<file path="src/sv/spq_pkg.sv">
// Package for the stable priority queue: widths, entry and result types,
// status and command codes, and the saturating counter step.
// Depends on nothing; spq_store, spq_select and stable_priority_queue import it.
package spq_pkg;

  localparam int QUEUE_DEPTH = 16;
  localparam int IDX_W = $clog2(QUEUE_DEPTH);
  localparam int CNT_W = $clog2(QUEUE_DEPTH + 1);

  localparam logic CMD_INSERT = 1'b0;
  localparam logic CMD_REMOVE = 1'b1;

  typedef enum logic [1:0] {
    STATUS_OK    = 2'd0,
    STATUS_EMPTY = 2'd1,
    STATUS_FULL  = 2'd2
  } status_t;

  typedef enum logic [2:0] {
    S_IDLE,
    S_SCAN,
    S_PREP,
    S_SHIFT,
    S_DONE
  } state_t;

  typedef struct packed {
    logic [3:0]  severity;
    logic [7:0]  age;
    logic [15:0] arrival;
  } entry_t;

  typedef struct packed {
    status_t     status;
    logic [15:0] arrival_number;
    logic [3:0]  out_severity;
    logic [7:0]  out_age;
    logic [4:0]  waiting_count;
    logic [15:0] total_count;
    logic [15:0] served_count;
  } result_t;

  function automatic logic [15:0] sat_inc(input logic [15:0] v);
    return (v == 16'hFFFF) ? v : v + 16'd1;
  endfunction

endpackage

</file>
<file path="src/sv/spq_in_if.sv">
// Command channel of the stable priority queue: handshake and command payload.
// Depends on nothing.
interface spq_in_if;
  logic       valid;
  logic       ready;
  logic       command;
  logic [3:0] severity;
  logic [7:0] age;

  modport source (output valid, command, severity, age, input ready);
  modport sink (input valid, command, severity, age, output ready);
endinterface

</file>
<file path="src/sv/spq_out_if.sv">
// Result channel of the stable priority queue: handshake and result payload.
// Depends on nothing.
interface spq_out_if;
  logic        valid;
  logic        ready;
  logic [1:0]  status;
  logic [15:0] arrival_number;
  logic [3:0]  out_severity;
  logic [7:0]  out_age;
  logic [4:0]  waiting_count;
  logic [15:0] total_count;
  logic [15:0] served_count;

  modport source (output valid, status, arrival_number, out_severity, out_age,
                  waiting_count, total_count, served_count, input ready);
  modport sink (input valid, status, arrival_number, out_severity, out_age,
                waiting_count, total_count, served_count, output ready);
endinterface

</file>
<file path="src/sv/spq_store.sv">
// Entry store of the stable priority queue: one write port and one read port
// with registered read data. Depends on spq_pkg.
module spq_store
  import spq_pkg::*;
(
  input  logic             clk,
  input  logic             we,
  input  logic [IDX_W-1:0] waddr,
  input  entry_t           wdata,
  input  logic             re,
  input  logic [IDX_W-1:0] raddr,
  output entry_t           rdata
);

  entry_t mem [QUEUE_DEPTH];

  always_ff @(posedge clk) begin
    if (we) begin
      mem[waddr] <= wdata;
    end
  end

  always_ff @(posedge clk) begin
    if (re) begin
      rdata <= mem[raddr];
    end
  end

endmodule

</file>
<file path="src/sv/spq_select.sv">
// Shared compare unit of the stable priority queue: keeps the best entry seen
// during a scan, one candidate per cycle in which en is high. Depends on spq_pkg.
module spq_select
  import spq_pkg::*;
(
  input  logic             clk,
  input  logic             en,
  input  logic             first,
  input  entry_t           cand,
  input  logic [IDX_W-1:0] cand_idx,
  output entry_t           best,
  output logic [IDX_W-1:0] best_idx
);

  logic take;

  // Strictly earlier arrival wins a tie, so equal arrivals keep insertion order.
  assign take = first || (cand.severity > best.severity) ||
                ((cand.severity == best.severity) && (cand.arrival < best.arrival));

  always_ff @(posedge clk) begin
    if (en && take) begin
      best     <= cand;
      best_idx <= cand_idx;
    end
  end

endmodule

</file>
<file path="src/sv/stable_priority_queue.sv">
// Stable priority queue of QUEUE_DEPTH entries. An insert, a remove on an empty
// queue and an insert on a full queue complete in the cycle the transaction is
// accepted. A remove reads the store once per held entry through its single
// read port while one compare unit tracks the best (S_SCAN), then sets up in
// S_PREP and moves the later entries down one place (S_SHIFT), then presents
// the result (S_DONE). No new command is accepted until then.
module stable_priority_queue
  import spq_pkg::*;
(
  input  logic      clk,
  input  logic      rst,
  spq_in_if.sink    req,
  spq_out_if.source rsp
);

  state_t           state, state_next;
  logic [CNT_W-1:0] held, held_next;
  logic [15:0]      arr_cnt, arr_next;
  logic [15:0]      srv_cnt, srv_next;
  logic [CNT_W-1:0] ptr, ptr_next;
  logic             dvld;
  logic [IDX_W-1:0] didx;
  logic             res_valid;
  result_t          res, res_next;
  logic             load_res;
  logic             req_ready;

  logic             mem_we;
  logic [IDX_W-1:0] mem_waddr;
  entry_t           mem_wdata;
  logic             mem_re;
  logic [IDX_W-1:0] mem_raddr;
  entry_t           rd_data;

  logic             sel_en;
  entry_t           best;
  logic [IDX_W-1:0] best_idx;

  spq_store u_store (
    .clk   (clk),
    .we    (mem_we),
    .waddr (mem_waddr),
    .wdata (mem_wdata),
    .re    (mem_re),
    .raddr (mem_raddr),
    .rdata (rd_data)
  );

  spq_select u_select (
    .clk      (clk),
    .en       (sel_en),
    .first    (didx == '0),
    .cand     (rd_data),
    .cand_idx (didx),
    .best     (best),
    .best_idx (best_idx)
  );

  always_ff @(posedge clk) begin
    if (rst) begin
      state     <= S_IDLE;
      held      <= '0;
      arr_cnt   <= '0;
      srv_cnt   <= '0;
      ptr       <= '0;
      dvld      <= 1'b0;
      res_valid <= 1'b0;
    end else begin
      state   <= state_next;
      held    <= held_next;
      arr_cnt <= arr_next;
      srv_cnt <= srv_next;
      ptr     <= ptr_next;
      dvld    <= mem_re;
      if (load_res) begin
        res_valid <= 1'b1;
      end else if (rsp.ready) begin
        res_valid <= 1'b0;
      end
    end
  end

  always_ff @(posedge clk) begin
    if (mem_re) begin
      didx <= mem_raddr;
    end
    if (load_res) begin
      res <= res_next;
    end
  end

  always_comb begin
    state_next = state;
    held_next  = held;
    arr_next   = arr_cnt;
    srv_next   = srv_cnt;
    ptr_next   = ptr;
    mem_we     = 1'b0;
    mem_waddr  = didx - IDX_W'(1);
    mem_wdata  = rd_data;
    mem_re     = 1'b0;
    mem_raddr  = ptr[IDX_W-1:0];
    sel_en     = 1'b0;
    load_res   = 1'b0;
    req_ready  = 1'b0;
    res_next   = res;

    unique case (state)
      S_IDLE: begin
        req_ready = !res_valid || rsp.ready;
        if (req.valid && req_ready) begin
          if (req.command == CMD_INSERT) begin
            load_res = 1'b1;
            if (held == CNT_W'(QUEUE_DEPTH)) begin
              res_next = '{STATUS_FULL, 16'd0, 4'd0, 8'd0, 5'(held), arr_cnt, srv_cnt};
            end else begin
              arr_next  = sat_inc(arr_cnt);
              held_next = held + CNT_W'(1);
              mem_we    = 1'b1;
              mem_waddr = held[IDX_W-1:0];
              mem_wdata = '{req.severity, req.age, arr_next};
              res_next  = '{STATUS_OK, arr_next, 4'd0, 8'd0, 5'(held_next), arr_next,
                            srv_cnt};
            end
          end else if (held == '0) begin
            load_res = 1'b1;
            res_next = '{STATUS_EMPTY, 16'd0, 4'd0, 8'd0, 5'(held), arr_cnt, srv_cnt};
          end else begin
            mem_re     = 1'b1;
            mem_raddr  = '0;
            ptr_next   = CNT_W'(1);
            state_next = S_SCAN;
          end
        end
      end
      S_SCAN: begin
        if (ptr < held) begin
          mem_re   = 1'b1;
          ptr_next = ptr + CNT_W'(1);
        end
        if (dvld) begin
          sel_en = 1'b1;
          if (CNT_W'(didx) == held - CNT_W'(1)) begin
            state_next = S_PREP;
          end
        end
      end
      S_PREP: begin
        ptr_next   = CNT_W'(best_idx) + CNT_W'(1);
        state_next = S_SHIFT;
      end
      S_SHIFT: begin
        if (ptr < held) begin
          mem_re   = 1'b1;
          ptr_next = ptr + CNT_W'(1);
        end
        if (dvld) begin
          mem_we = 1'b1;
        end
        if (!(ptr < held) && !dvld) begin
          held_next  = held - CNT_W'(1);
          srv_next   = sat_inc(srv_cnt);
          state_next = S_DONE;
        end
      end
      S_DONE: begin
        if (!res_valid || rsp.ready) begin
          load_res   = 1'b1;
          res_next   = '{STATUS_OK, best.arrival, best.severity, best.age, 5'(held),
                         arr_cnt, srv_cnt};
          state_next = S_IDLE;
        end
      end
      default: begin
        state_next = S_IDLE;
      end
    endcase
  end

  assign req.ready          = req_ready;
  assign rsp.valid          = res_valid;
  assign rsp.status         = res.status;
  assign rsp.arrival_number = res.arrival_number;
  assign rsp.out_severity   = res.out_severity;
  assign rsp.out_age        = res.out_age;
  assign rsp.waiting_count  = res.waiting_count;
  assign rsp.total_count    = res.total_count;
  assign rsp.served_count   = res.served_count;

endmodule
</file>
<file path="src/flat_wrapper.sv">
// flat-port wrapper written by rule: the top's interface ports become plain ports
module stable_priority_queue_flat import spq_pkg::*;
  (clk, rst, req_valid, req_command, req_severity, req_age, req_ready, rsp_valid, rsp_status, rsp_arrival_number, rsp_out_severity, rsp_out_age, rsp_waiting_count, rsp_total_count, rsp_served_count, rsp_ready);
  spq_in_if req_i ();
  spq_out_if rsp_i ();
  input  logic clk;
  input  logic rst;
  input wire logic [$bits(req_i.valid)-1:0] req_valid;
  input wire logic [$bits(req_i.command)-1:0] req_command;
  input wire logic [$bits(req_i.severity)-1:0] req_severity;
  input wire logic [$bits(req_i.age)-1:0] req_age;
  output wire logic [$bits(req_i.ready)-1:0] req_ready;
  output wire logic [$bits(rsp_i.valid)-1:0] rsp_valid;
  output wire logic [$bits(rsp_i.status)-1:0] rsp_status;
  output wire logic [$bits(rsp_i.arrival_number)-1:0] rsp_arrival_number;
  output wire logic [$bits(rsp_i.out_severity)-1:0] rsp_out_severity;
  output wire logic [$bits(rsp_i.out_age)-1:0] rsp_out_age;
  output wire logic [$bits(rsp_i.waiting_count)-1:0] rsp_waiting_count;
  output wire logic [$bits(rsp_i.total_count)-1:0] rsp_total_count;
  output wire logic [$bits(rsp_i.served_count)-1:0] rsp_served_count;
  input wire logic [$bits(rsp_i.ready)-1:0] rsp_ready;
  assign req_i.valid = req_valid;
  assign req_i.command = req_command;
  assign req_i.severity = req_severity;
  assign req_i.age = req_age;
  assign req_ready = req_i.ready;
  assign rsp_valid = rsp_i.valid;
  assign rsp_status = rsp_i.status;
  assign rsp_arrival_number = rsp_i.arrival_number;
  assign rsp_out_severity = rsp_i.out_severity;
  assign rsp_out_age = rsp_i.out_age;
  assign rsp_waiting_count = rsp_i.waiting_count;
  assign rsp_total_count = rsp_i.total_count;
  assign rsp_served_count = rsp_i.served_count;
  assign rsp_i.ready = rsp_ready;
  stable_priority_queue u_core (.clk(clk), .rst(rst), .req(req_i), .rsp(rsp_i));
endmodule
</file>
<file path="config.mk">
export PLATFORM = sky130hd
export DESIGN_NAME = stable_priority_queue_flat
export DESIGN_NICKNAME = d
export VERILOG_FILES = /design/src/sv/spq_pkg.sv /design/src/sv/spq_in_if.sv /design/src/sv/spq_out_if.sv /design/src/sv/spq_store.sv /design/src/sv/spq_select.sv /design/src/sv/stable_priority_queue.sv /design/src/flat_wrapper.sv
export SDC_FILE = /design/constraint.sdc
export NUM_CORES = 1
export LEC_CHECK = 0
export CAP_MARGIN = 25
export CORE_UTILIZATION = 45
export DETAILED_ROUTE_END_ITERATION = 10
export DONT_BUFFER_PORTS = 1
export PLACE_DENSITY = 0.62
export SKIP_CTS_REPAIR_TIMING = 1
export SYNTH_ARGS = -nofsm -noshare
export SYNTH_HDL_FRONTEND = slang
export SYNTH_HIERARCHICAL = 1
export SYNTH_SLANG_ARGS = --single-unit
</file>
<file path="constraint.sdc">
create_clock -name clk -period 6.3 [get_ports clk]
set_input_delay 0.315 -clock clk [delete_from_list [all_inputs] [get_ports clk]]
set_output_delay 0.315 -clock clk [all_outputs]
set_load 0.005 [all_outputs]
</file>
Word-level counts from Yosys, hierarchy flattened
Memories as Yosys holds them, arrays and structs flattened. A register that Yosys moved wholly into a read port is not among the register bits.
Index checks and enable logic that the tools add are counted.
{"block": "word_totals", "elab_cells": 135, "reg_bits": 150, "ram_bits": 448, "in_bits": 17, "memories": 1}
{"memory": "u_core.u_store.mem", "words": 16, "word_bits": 28, "rd": 1, "rd_ports_with_merged_regs": 1, "wr": 1, "line_no": "spq_store.sv:15", "rtl": "entry_t mem [QUEUE_DEPTH];"}
{"block": "op_classes", "eq_ne": 20, "mux": 58, "n_bitwise": 3, "magnitude_cmp": 3, "addsub": 7, "n_reduce_logical": 24}
{"op": "$mux W67", "count": 5}
{"op": "$pmux W67 S2", "count": 1}
{"op": "$mux W28", "count": 4}
{"op": "$mux W5", "count": 8}
{"op": "$add A16 B1 Y16 const B", "count": 2}
{"op": "$eq A16 B16 Y1 const B", "count": 2}
{"op": "$mux W4", "count": 8}
{"op": "$mux W3", "count": 7}
{"op": "$mux W1", "count": 18}
{"op": "$lt A16 B16 Y1", "count": 1}
{"op": "$mux W16", "count": 1}
{"op": "$pmux W3 S5", "count": 1}
{"op": "$pmux W5 S3", "count": 1}
{"op": "$reduce_and A5 Y1", "count": 3}
{"op": "$ne A2 B1 Y1 const B", "count": 6}
{"op": "$add A5 B1 Y5 const B", "count": 2}
{"op": "$pmux W5 S2", "count": 1}
{"op": "$ne A2 B2 Y1 const B", "count": 4}
{"op": "$reduce_and A7 Y1", "count": 1}
{"op": "$eq A3 B2 Y1 const B", "count": 2}
{"op": "$pmux W1 S2", "count": 3}
{"op": "$reduce_bool A2 Y1", "count": 3}
{"op": "$add A4 B1 Y5 const B", "count": 1}
{"op": "$eq A4 B5 Y1", "count": 1}
{"op": "20 further kinds", "count": 29}

Depth between registers and ports, before layout
Gate-level depths: netlist of run 1.
{"block": "logic_depth", "ltp_word": 7, "mapped_depth": 13, "ltp_nobuf": 9}

Modules after synthesis
Netlist of run 1, hierarchy kept.
{"mod": "spq_store", "area_per_inst_um2": 17803.3, "instances": 1, "cells_each": 735}
{"mod": "stable_priority_queue", "area_per_inst_um2": 6362.4, "instances": 1, "cells_each": 663}
{"mod": "spq_select", "area_per_inst_um2": 1468.9, "instances": 1, "cells_each": 98}

Worst setup path before layout of run 1
Ideal clock, no wire load.
{"block": "synth_timing", "path_type": "register -> register", "from": "register u_core.held[0]", "to": "register u_core.res, in the netlist u_core/rsp.arrival_number[0], enable pin", "t_arrival_ns": 4.314, "path_stages_with_launch": 9, "path_slack_ns": 1.494, "setup_ns": 0.492, "path_cell_list": "dfxtp_1 > buf_2 > inv_1 > ha_1 > nand2b_1 > o31ai_1 > a21oi_1 > or2_2 > nor2_1"}
{"block": "synth_via", "elab_chain_cells": 6}
{"element": "from (decl)", "line_no": "stable_priority_queue.sv:17", "rtl": "logic [CNT_W-1:0] held, held_next;"}
{"element": "from (signal assigned)", "line_no": "stable_priority_queue.sv:70", "rtl": "held <= held_next;"}
{"element": "$logic_not A5 Y1 (*)", "line_no": "stable_priority_queue.sv:125", "rtl": "end else if (held == '0) begin"}
{"element": "$mux W1", "line_no": "stable_priority_queue.sv:125"}
{"element": "$mux W1", "line_no": "stable_priority_queue.sv:112", "rtl": "if (req.command == CMD_INSERT) begin"}
{"element": "$mux W1", "line_no": "stable_priority_queue.sv:111", "rtl": "if (req.valid && req_ready) begin"}
{"element": "$pmux W1 S2", "line_no": "stable_priority_queue.sv:108", "rtl": "unique case (state)"}
{"element": "$reduce_and A5 Y1 (no source line) (*)"}
{"element": "to (signal assigned)", "line_no": "stable_priority_queue.sv:88", "rtl": "res <= res_next;"}
{"element": "to (decl)", "line_no": "stable_priority_queue.sv:24", "rtl": "result_t res, res_next;"}
Mark *: on every way between the ends. The rest lies on a longest branch, timed or not.
A chain may end at the register's enable or synchronous reset.

Worst setup path in the final report of run 1
{"block": "layout_timing", "from": "register u_core.held[0]", "to": "memory u_core/u_store/mem[3][19] in the netlist's numbering, enable pin"}
{"element": "$eq A5 B5 Y1", "line_no": "stable_priority_queue.sv:114", "rtl": "if (held == CNT_W'(QUEUE_DEPTH)) begin"}
{"element": "$mux W4 (*)", "line_no": "stable_priority_queue.sv:114"}
{"element": "$mux W4 (*)", "line_no": "stable_priority_queue.sv:112"}
{"element": "$mux W4 (*)", "line_no": "stable_priority_queue.sv:111"}
{"element": "$mux W4 (*)", "line_no": "stable_priority_queue.sv:108"}
{"element": "via u_core.mem_waddr[0]", "line_no": "stable_priority_queue.sv:29", "rtl": "logic [IDX_W-1:0] mem_waddr;"}
{"element": "to (decl)", "line_no": "spq_store.sv:15"}
The timed path passes the listed nets; every way through them passes the cells marked *.

==> results of run 1 <==
==> placed cells by master, fill, tap and decap left out, types with 8 or more instances in the layout <==
master | Yosys | final
mux2i_1 | 10 | 10
o21ai_1 | 13 | 13
and2_1 | 17 | 17
nand3_1 | 17 | 17
nand2b_1 | 9 | 9
xnor2_1 | 24 | 24
xor2_1 | 16 | 16
buf_12 | 5 | 12
a21o_1 | 8 | 8
mux4_2 | 97 | 97
dfxtp_1 | 47 | 47
clkinv_1 | 0 | 10
or4_1 | 15 | 15
o31ai_1 | 13 | 12
clkbuf_1 | 46 | 13
nand4_1 | 14 | 14
clkinv_2 | 0 | 13
nand2_1 | 135 | 135
bufinv_16 | 0 | 9
ha_1 | 29 | 29
clkbuf_16 | 0 | 60
nor3_1 | 21 | 17
o211ai_1 | 10 | 10
o21ai_0 | 33 | 33
edfxtp_1 | 579 | 579
nor2_1 | 48 | 34
mux2_2 | 8 | 8
nor2_4 | 2 | 15
a21oi_1 | 40 | 39
inv_1 | 35 | 35
nor2b_1 | 13 | 9
a22oi_1 | 59 | 59
buf_4 | 3 | 30
mux4_1 | 15 | 15
==> cell type report <==
type                    instances  area (um2)  share of cell area (%)
well taps                     756         946                    3.27
flip-flops and latches        626       18300                    63.4
inverters                      35         131                   0.455
multi-input cells             749        6830                    23.6
clock buffers                  75        1580                    5.46
clock inverters                37         464                    1.61
repair buffers                 50         616                    2.13
==> per-stage QoR <==
step	setup WS, ns	util [%]	cells	hold slack (ns)
6_report	2.15	51.2	2328	0.0204
3_5_place_dp	2.09	47.3	2205	0.392
4_1_cts	2.07	51.0	2317	-0.288
5_1_grt	1.93	51.2	2328	0.0114
2_1_floorplan	1.49	-	1496	0.426
3_3_place_gp	2.19	47.0	2195	0.389
==> kinds of logic (layout without fill, tap and decap cells) <==
logic type / Yosys count / after routing / share of synthesized area (%)
multiplexers: 130 / 130 / 10.8
adder cells (fa/ha/maj): 29 / 29 / 1.42
buffers and inverters: 121 / 197 / 2.49
flip-flops: 626 / 626 / 71.5
AO/OA/AOI/OAI: 217 / 217 / 5.71
AND/OR/NAND/NOR: 333 / 333 / 6.72
XOR/XNOR: 40 / 40 / 1.37
==> power groups by stage <==
stage          combinational (W)  sequential [W]  clock, W
2_1_floorplan           0.000283         0.00477         0
3_3_place_gp            0.000371         0.00479         0
3_5_place_dp            0.000389         0.00479         0
4_1_cts                 0.000390         0.00470   0.00376
5_1_grt                 0.000434         0.00471   0.00392
6_report                0.000396         0.00470   0.00368
==> sequential cells by signal, summed over array words and instances, names as in the netlist, 8 cells and up <==
name	count
u_core/u_store/mem	448
u_core/u_select/best	28
u_core/u_store/rdata	28
u_core/arr_cnt	16
u_core/rsp.arrival_number	16
u_core/rsp.served_count	16
u_core/rsp.total_count	16
u_core/srv_cnt	16
u_core/rsp.out_age	8
==> layer usage <==
metal,vias up,global-route usage [%],routed length (um)
met4,0,5.50,1230
met3,82,3.41,4050
met5,-,0,0
li1,6010,-,-
met1,6842,27.3,23800
met2,456,30.4,25400
==> worst paths after layout <==
path / cells past startpoint / slack (ns) / from / to
worst min-delay path: 3 / 0.02 / rsp_ready / u_core/state[2]
worst max-delay path: 10 / 2.15 / u_core/held[0] / u_core/u_store/mem[3][19]
worst min register to register: 0 / 0.45 / u_core/u_store/rdata[22] / u_core/u_select/best[22]
worst max register to register: 10 / 2.15 / u_core/held[0] / u_core/u_store/mem[3][19]
==> worst register-to-register path: cells and delay by family, from the launching register on <==
family	cells	cell delay, ns
flip-flops	1	0.42
buffers and inverters	2	0.40
AND/OR/NAND/NOR	6	2.13
AO/OA/AOI/OAI	1	0.59
adder cells (fa/ha/maj)	1	0.28
==> impl_metrics.yaml, run 1 <==
run_status:
  status: "finished clean"
place:
  gp_congestion: 0.803
  dpl_cell_area_um2: 26700
  dpl.hpwl_mm: 32.4
  io_buffers: 0
clock_tree:
  clkTransAtPathRegs_ns: 0.06
  htree_levels: 2
  cts-root-buf: "clkbuf_16"
  clock_latency_ns: 0.64
  cts_tree: "built"
  numCtsBuffers: 60
  clock_path_buffers: 3
  clock-sinks: 626
synth:
  ys_ff_latch: 626
  ys_seq_area_share_pct: 71.5
  ys_top_cells_by_count: "edfxtp_1 (579), nand2_1 (135), mux4_2 (97)"
  yosys.cell_types.count: 79
  synth_fp_nets: 1542
  synth_edf_count: 579
  yosysTopAreaCell: "edfxtp_1"
  yosysMostFrequentCell: "edfxtp_1"
  async_flop_share_pct: 0
  netlist_instances: 1496
  netlist_area_um2: 25600
  synth_area_leaders: "edfxtp_1 (68%), mux4_2 (8.5%), dfxtp_1 (3.7%)"
  synth_top_area_share_pct: 67.8
  syn_area_per_cell_um2: 17.1
  ys_warn_count: 6
  yosys_most_used_dff: "edfxtp_1"
sta:
  final_max_slew_viol_count: 0
  worst_slew_pin_slew_ns: 1.03
  period_share_pct: 65.8
  finalClockSkew_ns: 0.0171
  finalHoldViolCount: 0
  setup_viol: 0
  finalSetupTns_ns: 0
  rsz0062_at_grt: "no"
  max_freq_mhz: 241
  relSlewSlack_pct: 30.7
  post-route-min-period_ns: 4.15
power_and_ir_drop:
  pwr-share-comb_pct: 4.5
  p_sw_w: 0.00183
  p_leak_nw: 9.26
  total_power_w: 0.00878
  switching_share_pct: 20.9
  p_int_w: 0.00694
  clkPwrFrac_pct: 42.0
  powerDensity_nw_per_um2: 304
  power_frac_seq_pct: 53.5
  ir_worst_vdd_v: 0.000223
floorplanning:
  ios: 86
  initial_core_util_pct: 45.5
  die-area_um2: 57900
  die_w_um: 241
  rows: 87
  core_um2: 56400
  die_h_um: 241
setup_path:
  worst_setup_path_start_kind: "register"
  cp.arrival_ns: 4.47
  cpPeakStageDelay_ns: 0.64
  crit_chain: "inv_1, ha_1, nand2b_1, or3_1, nand2_2, nor2_1, a21oi_1, nand2_1, nor2_4, buf_16"
  crit_type: "reg2reg"
  slowest_stage: "nor2_4"
  worst_path_dominant_cell_family: "simple AND/OR/NAND/NOR gates"
  end_kind: "register"
  cp_max_fo: 17
  path_buf_inv: 2
  cp.required_ns: 6.63
cells_and_area:
  num-nets-final: 1568
  fillCellCount: 4622
  diodes: 0
  drive_gt1_share_pct: 18.4
  fin_area_um2: 28900
  syn_to_final_growth_pct: 12.7
global_route:
  grt_overflow: 0
  grt_util_all_layers_pct: 19.2
  grt_pass1_wl_mm: 82.4
  grt_pass1_vias: 13200
  grt_antenna_before_repair: 0
  grt_start_max_net_pins: 114
drt:
  first_iter_violations: 1305
  postRouteAntennaNets: 0
  post_drt_wl_per_cell_um: 23.4
  viasPerCell: 5.75
  num_vias: 13400
  drt-pass1-iter-count: 5
  drc: 0
  wl_mm: 54.5
flow_run:
  maxCapViolations: 0
worst_hold_path:
  min_path_type: "in2reg"
No activity file was read; power rests on OpenSTA's default activity.
==> run 2, diff against run 1 <==
- PLACE_DENSITY: 0.62 -> 0.64
- clock period: 6.3 -> 3.7 ns (I/O delays scaled with it)
==> run 2 against run 1 <==
Effect of this change:
- core utilization increased by 0.40 points
- largest power group unchanged
- final area increased by 0.79%
- critical endpoint is now u_core/u_store/mem[11][8]
- sequential power is 70% higher
==> impl_metrics.yaml, run 2 (synthesized netlist as in run 1, its figures left out) <==
cells_and_area:
  syn_to_final_growth_pct: 13.6
  drive_gt1_share_pct: 19.9
  fin_area_um2: 29100
  largest_register_ffs: 448
  top_regs: "u_core/u_store/mem (448), u_core/u_select/best (28), u_core/u_store/rdata (28)"
  fillCellCount: 4610
  regMostFlops: "u_core/u_store/mem"
  diodes: 0
  layout_common_cells: "edfxtp_1 (579), nand2_1 (135), mux4_2 (97)"
  utilization_pct: 51.6
  num-nets-final: 1607
  layout_commonest_cell: "edfxtp_1"
global_route:
  grt_pass1_vias: 13600
  grt_util_all_layers_pct: 20.3
  grt_start_max_net_pins: 68
  grt_overflow: 0
  grt_antenna_before_repair: 0
  grt_pass1_wl_mm: 85.6
place:
  io_buffers: 0
  gp_congestion: 0.837
  dpl.hpwl_mm: 33.4
  pre_cts_ws_ns: 0.353
  dpl_cell_area_um2: 27100
setup_path:
  end_kind: "register"
  cp.arrival_ns: 3.68
  cp.required_ns: 3.97
  crit_type: "reg2reg"
  slowest_stage: "dfxtp_1"
  crit_chain: "inv_1, ha_1, and4bb_2, nor4_4, o21ai_0, nand3b_1, nor2_4, buf_12"
  cpPeakStageDelay_ns: 0.48
  cp_max_fo: 22
  worst_setup_path_start_kind: "register"
clock_tree:
  numCtsBuffers: 66
  clock_path_buffers: 3
  clock_latency_ns: 0.59
  clkTransAtPathRegs_ns: 0.06
  clock-sinks: 626
  cts-root-buf: "clkbuf_16"
  htree_levels: 3
  cts_tree: "built"
sta:
  rsz0062_at_grt: "no"
  finalHoldViolCount: 0
  period_share_pct: 92.2
  layout_setup_ws_ns: 0.287
  setup_viol: 0
  worst_slew_pin_slew_ns: 1.01
  max_freq_mhz: 293
  final_max_slew_viol_count: 0
  relSlewSlack_pct: 31.9
  post-route-min-period_ns: 3.41
  finalSetupTns_ns: 0
  finalClockSkew_ns: 0.0207
drt:
  viasPerCell: 5.77
  num_vias: 13600
  drt-pass1-iter-count: 7
  post_drt_wl_per_cell_um: 24.2
  postRouteAntennaNets: 0
  first_iter_violations: 1386
  wl_mm: 57.3
  drc: 0
floorplanning:
  rows: 87
  die-area_um2: 57900
  die_h_um: 241
  initial_core_util_pct: 45.5
  core_um2: 56400
  die_w_um: 241
  ios: 86
worst_hold_path:
  min_path_type: "in2reg"
power_and_ir_drop:
  powerDensity_nw_per_um2: 508
  ir_worst_vdd_v: 0.000290
  total_power_w: 0.0148
  p_leak_nw: 9.41
run_status:
  status: "finished clean"
flow_run:
  maxCapViolations: 0
[run 2: worst paths after layout]
kind | cells past startpoint | start | to | slack [ns]
setup / recovery | 8 | u_core/held[1] | u_core/u_store/mem[11][8] | 0.29
hold reg to reg | 0 | u_core/u_store/rdata[23] | u_core/u_select/best[23] | 0.48
setup reg to reg | 8 | u_core/held[1] | u_core/u_store/mem[11][8] | 0.29
hold / removal | 2 | rst | u_core/ptr[0] | 0.01
[run 2: worst max-delay path, delay by kind of cell, from the launching register on]
kind | cells | cell delay [ns]
buf+inv | 2 | 0.41
fa+ha+maj | 1 | 0.27
simple gates | 4 | 1.64
flops | 1 | 0.48
compound gates | 1 | 0.27
[run 2: final cells by class]
type                            instances  area (um2)  share of cell area, %
Clock buffer                           84        1740                   5.98
Clock inverter                         31         214                  0.735
Inverter                               35         131                  0.451
Timing Repair Buffer                   83         906                   3.11
Multi-Input combinational cell        749        6860                   23.5
Tap cell                              756         946                   3.25
Sequential cell                       626       18300                   62.9
[run 2: power by group]
part / total, W / switching [W] / leakage (nW) / internal (W)
logic: 0.000716 / 0.000455 / 2.78 / 0.000262
clock network: 0.00608 / 0.00261 / 0.953 / 0.00347
registers: 0.00800 / 0.0000667 / 5.68 / 0.00793
[run 2: metal layers]
layer  global-route usage [%]  part of all wire [%]
met4                     6.18                   2.3
met5                        0                     0
met1                     28.3                    43
met2                     32.1                    47
met3                     4.15                   7.5
[run 2: per-stage QoR]
step,instances,hold WS (ns)
floorplan,1496,0.384
global placement,2240,0.260
detailed placement,2241,0.264
CTS,2356,-0.367
global route,2364,0.00541
finish,2364,0.0137
